[src/design/valp_pkg.sv]
`timescale 1ns / 1ps
`default_nettype none

package valp_pkg;

   // label and pair widths
   localparam int LABEL_W = 8;
   localparam int PAIR_W = 2 * LABEL_W;
   localparam int LABEL_COUNT = 1 << LABEL_W;

   // image geometry
   localparam int DEF_MAX_WIDTH = 1024;
   localparam int MAX_HEIGHT = 4096;
   localparam int ROW_W = $clog2(MAX_HEIGHT);

   // register file
   localparam int CFG_WIDTH_W = 11;
   localparam int CFG_HEIGHT_W = 13;
   localparam int CSR_ADDR_W = 3;
   localparam int CSR_DATA_W = 32;
   localparam logic [CFG_WIDTH_W-1:0] WIDTH_RESET = CFG_WIDTH_W'(1024);
   localparam logic [CFG_HEIGHT_W-1:0] HEIGHT_RESET = CFG_HEIGHT_W'(1024);

   // register index, taken from address bit 2
   localparam logic REG_IMAGE_WIDTH = 1'b0;
   localparam logic REG_IMAGE_HEIGHT = 1'b1;

   // result queue
   localparam int FIFO_DEPTH = 4;
   localparam int FIFO_CNT_W = $clog2(FIFO_DEPTH + 1);

   // candidate pair handed from the window stage to the seen filter
   typedef struct packed {
      logic valid;
      logic found;
      logic [LABEL_W-1:0] lo;
      logic [LABEL_W-1:0] hi;
   } pair_type;

endpackage

`default_nettype wire

[src/design/valp_out_fifo.sv]
`timescale 1ns / 1ps
`default_nettype none

module valp_out_fifo (
   input wire logic clock,
   input wire logic reset,
   input wire logic push_valid,
   input wire logic [valp_pkg::PAIR_W-1:0] push_data,
   output logic pop_valid,
   input wire logic pop_ready,
   output logic [valp_pkg::PAIR_W-1:0] pop_data,
   output logic [valp_pkg::FIFO_CNT_W-1:0] count
);

   localparam int DEPTH = valp_pkg::FIFO_DEPTH;
   localparam int PW = $clog2(DEPTH);

   logic [valp_pkg::PAIR_W-1:0] slot_ff [DEPTH];
   logic [PW-1:0] wr_ptr_ff;
   logic [PW-1:0] rd_ptr_ff;
   logic [valp_pkg::FIFO_CNT_W-1:0] count_ff;
   logic pop;

   assign pop = pop_valid && pop_ready;

   always_ff @(posedge clock) begin
      if (push_valid) begin
         slot_ff[wr_ptr_ff] <= push_data;
      end
   end

   // pointers and fill level
   always_ff @(posedge clock) begin
      if (reset) begin
         wr_ptr_ff <= '0;
         rd_ptr_ff <= '0;
         count_ff <= '0;
      end else begin
         if (push_valid) begin
            wr_ptr_ff <= (wr_ptr_ff == PW'(DEPTH - 1)) ? '0 : wr_ptr_ff + PW'(1);
         end
         if (pop) begin
            rd_ptr_ff <= (rd_ptr_ff == PW'(DEPTH - 1)) ? '0 : rd_ptr_ff + PW'(1);
         end
         if (push_valid && !pop) begin
            count_ff <= count_ff + valp_pkg::FIFO_CNT_W'(1);
         end else if (pop && !push_valid) begin
            count_ff <= count_ff - valp_pkg::FIFO_CNT_W'(1);
         end
      end
   end

   assign pop_valid = (count_ff != '0);
   assign pop_data = slot_ff[rd_ptr_ff];
   assign count = count_ff;

endmodule

`default_nettype wire

[config.mk]
export PLATFORM = sky130hd
export DESIGN_NAME = valp_out_fifo
export DESIGN_NICKNAME = d
export VERILOG_FILES = /design/src/design/valp_pkg.sv /design/src/design/valp_out_fifo.sv
export SDC_FILE = /design/constraint.sdc
export NUM_CORES = 1
export LEC_CHECK = 0
export BUFFER_PORTS_ARGS = -buffer_cell sky130_fd_sc_hd__buf_2
export CAP_MARGIN = 20
export CORE_MARGIN = 2
export CORE_UTILIZATION = 56
export DETAILED_ROUTE_END_ITERATION = 10
export PLACE_DENSITY = 0.78
export SYNTH_ARGS = -nofsm -noshare
export SYNTH_HDL_FRONTEND = slang
export SYNTH_SLANG_ARGS = --single-unit
[constraint.sdc]
create_clock -name clock -period 2.4 [get_ports clock]
set_clock_uncertainty 0.05 [all_clocks]
set_input_delay 0.24 -clock clock [delete_from_list [all_inputs] [get_ports clock]]
set_output_delay 0.24 -clock clock [all_outputs]
set_load 0.005 [all_outputs]
======== After elaboration in Yosys (flattened, before gate mapping) ========
Memory sizes are Yosys's and may differ from the RTL's. A register that Yosys moved wholly into a read port is not among the register bits.
Cells that the tools add are included.
cells by class
  reductions and logical operators ........ 7
  $add $sub $neg .......................... 4
  equality and inequality tests ........... 2
  mux-type cells .......................... 8
operator list
  kind                                                                number
  2-bit 2-to-1 mux                                                    4
  3-bit 2-to-1 mux                                                    2
  2-bit by 1-bit adder with 2-bit output, second input constant       2
  2-bit equality test, second input constant                          2
  3-bit by 1-bit adder with 3-bit output, second input constant       1
  1-bit logical AND                                                   3
  3-bit nonzero test                                                  1
  3-bit by 1-bit subtractor with 3-bit output, second input constant  1
  1-bit logical NOT                                                   2
  1-bit 2-to-1 mux                                                    2
  2-bit nonzero test                                                  1
word-level totals
  bits in writable memories ............... 64
  register bits ........................... 7
  memories ................................ 1
  input port bits ......................... 20
memories
  name     depth  bits a word  read ports  clocked after memory_dff  write ports  RTL line             RTL
  slot_ff  4      16           1           1                         1            valp_out_fifo.sv:18  logic [valp_pkg::PAIR_W-1:0] slot_ff [DEPTH];

======== Logic depth before layout (Yosys ltp) ========
  depth after elaboration ................. 5
  gate-level depth with buffers ........... 7
  depth with buffers taken out ............ 7

======== Worst setup path before layout ========
No wires, ideal clock.
  kind .................................... reg-to-reg
  from .................................... register count_ff (netlist bit count[1])
  to ...................................... register count_ff (netlist bit count[2])
  cell stages (with the launch flop) ...... 8
  arrival time ............................ 1860 ps
  slack ................................... 420 ps
  buffers on the path ..................... 0
  data required time ...................... 2280 ps
  cell sequence ........................... dfxtp_1 -> o31ai_4 -> ha_1 -> inv_1 -> fa_1 -> xor2_1 -> or3_1 -> a21oi_1
between the ends
  longest elaborated chain between the ends .. 5
  elaborated cells between the ends (all ways) .. 10
  those cells by class .................... add/sub: 2; mux: 2; reduce/logical: 6
ends and longest elaborated chain
  element                                                                                              RTL line             RTL
  start, declared                                                                                      valp_out_fifo.sv:21  logic [valp_pkg::FIFO_CNT_W-1:0] count_ff;
  start signal, assigned                                                                               valp_out_fifo.sv:46  count_ff <= count_ff + valp_pkg::FIFO_CNT_W'(1);
  start signal, assigned                                                                               valp_out_fifo.sv:48  count_ff <= count_ff - valp_pkg::FIFO_CNT_W'(1);
  parallel branches: the longest is 5 deep, another holds 3-bit by 1-bit subtractor with 3-bit output  -
Parallel ways; which one is timed is not known. The select of a mux whose other input is x is not followed.
A chain may end at the register's enable or synchronous reset.

======== Worst setup path in the final report ========
Same ends and word-level chain as after synthesis.

==> flow_summary.toml <==
[run_status]
outcome = "complete, no violations"

[setup_path]
critPathArrivalTime_ns = 2.42
rrSetupSlack_ns = 0.19
critical_path_class = "reg2reg"
r2r-end = "count[2]"
slowest_stage = "dfxtp_1"
worstPathRequired_ns = 2.61
path_delay_family = "adder cells"
crit_buf_inv = 1
startpoint = "count[1]"
r2r_cells = 7
cp-end-kind = "register"
cp_slowest_stage_delay_ns = 0.37
crit_chain = "o31ai_4, ha_1, inv_1, fa_1, xor2_1, or3_1, a21oi_1"
cp_max_fo = 5
reg2reg_from = "count[1]"
cp-start-kind = "register"

[drt]
drc = 0
vias = 1334
antenna_left = 0
wl_per_cell_um = 16.9
drt_iter0_drc = 195
drt-total-wl_um = 4250
vias_per_cell = 5.31
drt-pass1-iter-count = 4

[logic_synthesis]
syn_area_sq_mm = 0.00280
syn-instance-count = 127
synth-seq-cells = 73
synth.distinct_cells = 19
synth_seq_area_share_pct = 75.2
synth_area_per_cell_sq_um = 22.0
synth_nets = 154
yosysWarnings = 0

[timing]
period_needed_ns = 2.21
setup_viol = 0
rsz0062_at_grt = "false"
tightest_slew_ns = 0.827
hold_viol_final = 0
fmax_mhz = 452
finalCritPeriodShare_pct = 92.2
tns_ns = 0
fin_worst_hold_slack_ns = 0.0665
relSlewSlack_pct = 44.8
layout_setup_ws_ns = 0.187
maxSlewViolCount = 0

[clock_tree]
clk_latency_ns = 0.34
cts_tree = "yes"
cts_hold_buffers = 0
post_cts_resized = 0
clk_pin_slew_worst_paths_ns = 0.07
cts_buffers = 9
cts_setup_buffers = 0
clockRootBuffer = "clkbuf_8"
cts-htree-levels = 3
clock_path_buffers = 2
cts.sinks = 73

[global_routing]
first_global_vias = 1370
grt_antenna_before_repair = 0
grt_use_total_pct = 17.4
grt_max_degree = 17
grt.overflow.total = 0
grt_first_pass_wirelength_um = 6600

[pwr]
p_leak_nw = 1.17
p_int_mw = 2.15
pwr_density_cell_mw_per_mm2 = 890
clockPowerShare_pct = 26.5
power.switching_mw = 0.723
power.total_mw = 2.88
vdd_ir_drop_max_v = 0.000664
sw_frac_of_total_pct = 25.2
seq_power_share_pct = 53.2
combPwrFrac_pct = 20.3

[placed_design]
dp_hpwl_um = 2840
preCtsSetupSlack_ns = 0.218
post_dp_cell_area_sq_mm = 0.00308
gp_congestion = 0.787
numPortBuffers = 39

[worst_hold_path]
hp-class = "in2reg"
min_from = "push_data[12]"
hold_depth = 1
hold_path_end = "slot_ff[3][12]"

[floorplanning]
die_y_um = 74.7
die_x_um = 74.7
initial_core_util_pct = 58.8
dieArea_sq_mm = 0.00557
coreArea_sq_mm = 0.00475
rows = 25
boundaryPins = 40

[final_layout]
fin_nets = 206
layout-drive-gt1-share_pct = 36.4
syn_to_final_growth_pct = 15.6
fin_area_sq_mm = 0.00323
antennaDiodeCount = 0

[job]
maxCapViolations = 0
[cell families after synthesis]
logic type,Yosys count,share of synthesized area [%]
fa+ha+maj,7,3.40
flops,73,75.2
compound gates,4,1.30
xor+xnor,2,0.627
simple gates,14,2.51
buf+inv,7,1.88
mux,20,15.1
[layer usage]
| metal | vias to the layer above | global-route usage [%] | part of all wire, % |
|---|---|---|---|
| met5 | - | 0 | 0 |
| met4 | 0 | 10.7 | 3.5 |
| met3 | 14 | 5.22 | 5.8 |
| met2 | 47 | 27.0 | 49 |
| met1 | 654 | 21.8 | 41 |
| li1 | 619 | - | - |
[per-stage QoR]
step	cells	util (%)
2_1_floorplan	127	-
3_3_place_gp	235	64.8
3_5_place_dp	235	64.8
4_1_cts	251	68.0
5_1_grt	251	68.0
6_report	251	68.0
[power by group through the flow]
stage	registers (mW)	logic (mW)	clock network [mW]
after floorplan	1.54	0.410	0
after global placement	1.55	0.568	0
after detailed placement	1.56	0.594	0
after CTS	1.53	0.596	0.782
after global routing	1.54	0.645	0.837
final	1.53	0.584	0.761
[sequential cells by signal, summed over array words and instances (netlist names), named ones only]
register and cells:
count 3, rd_ptr_ff 2, slot_ff 64, wr_ptr_ff 2
[how the worst max path moves through the flow]
stage / to / slack (ns) / cells past startpoint
2_1_floorplan: count[2] / 0.42 / 7
3_5_place_dp: count[2] / 0.22 / 7
3_3_place_gp: count[2] / 0.40 / 7
4_1_cts: count[2] / 0.20 / 7
6_report: count[2] / 0.19 / 7
5_1_grt: count[2] / 0.11 / 7
[worst register-to-register path, delay by kind of cell, from the launching register on]
family	cells	cell delay, ns
buf+inv	1	0.07
compound gates	2	0.54
simple gates	1	0.32
fa+ha+maj	2	0.63
flops	1	0.37
xor+xnor	1	0.16
[cells in the final DEF (no fill, tap or decap), types with 2 or more instances in the layout]
cell,instances
edfxtp_1,64
mux4_1,6
clkbuf_8,9
mux4_2,10
nor2_1,6
buf_2,39
a21oi_1,2
buf_4,6
clkinv_1,4
mux2i_1,4
and2_1,4
clkinv_2,2
dfxtp_1,9
inv_1,3
or3_1,3
xor2_1,2
ha_1,6
[synth_stat cells]
library cell,number,area [sq um]
a21oi_1,2,10.0
and2_1,4,25.0
buf_12,1,20.0
buf_2,2,10.0
buf_6,1,11.3
dfxtp_1,9,180
edfxtp_1,64,1920
fa_1,1,20.0
ha_1,6,75.1
inv_1,3,11.3
mux2i_1,4,40.0
mux4_1,6,158
mux4_2,10,225
nand2_1,1,3.75
nor2_1,6,22.5
o21ai_0,1,5.00
o31ai_4,1,21.3
or3_1,3,18.8
xor2_1,2,17.5
[layout make-up]
class / count / area [sq um]
Timing Repair Buffer: 45 / 240
Clock buffer: 10 / 128
Multi-Input combinational cell: 47 / 642
Clock inverter: 6 / 25.0
Tap cell: 67 / 83.8
Fill cell: 332 / 1520
Sequential cell: 73 / 2100
Inverter: 3 / 11.3
Note: power is estimated with default switching activity, not from simulation.
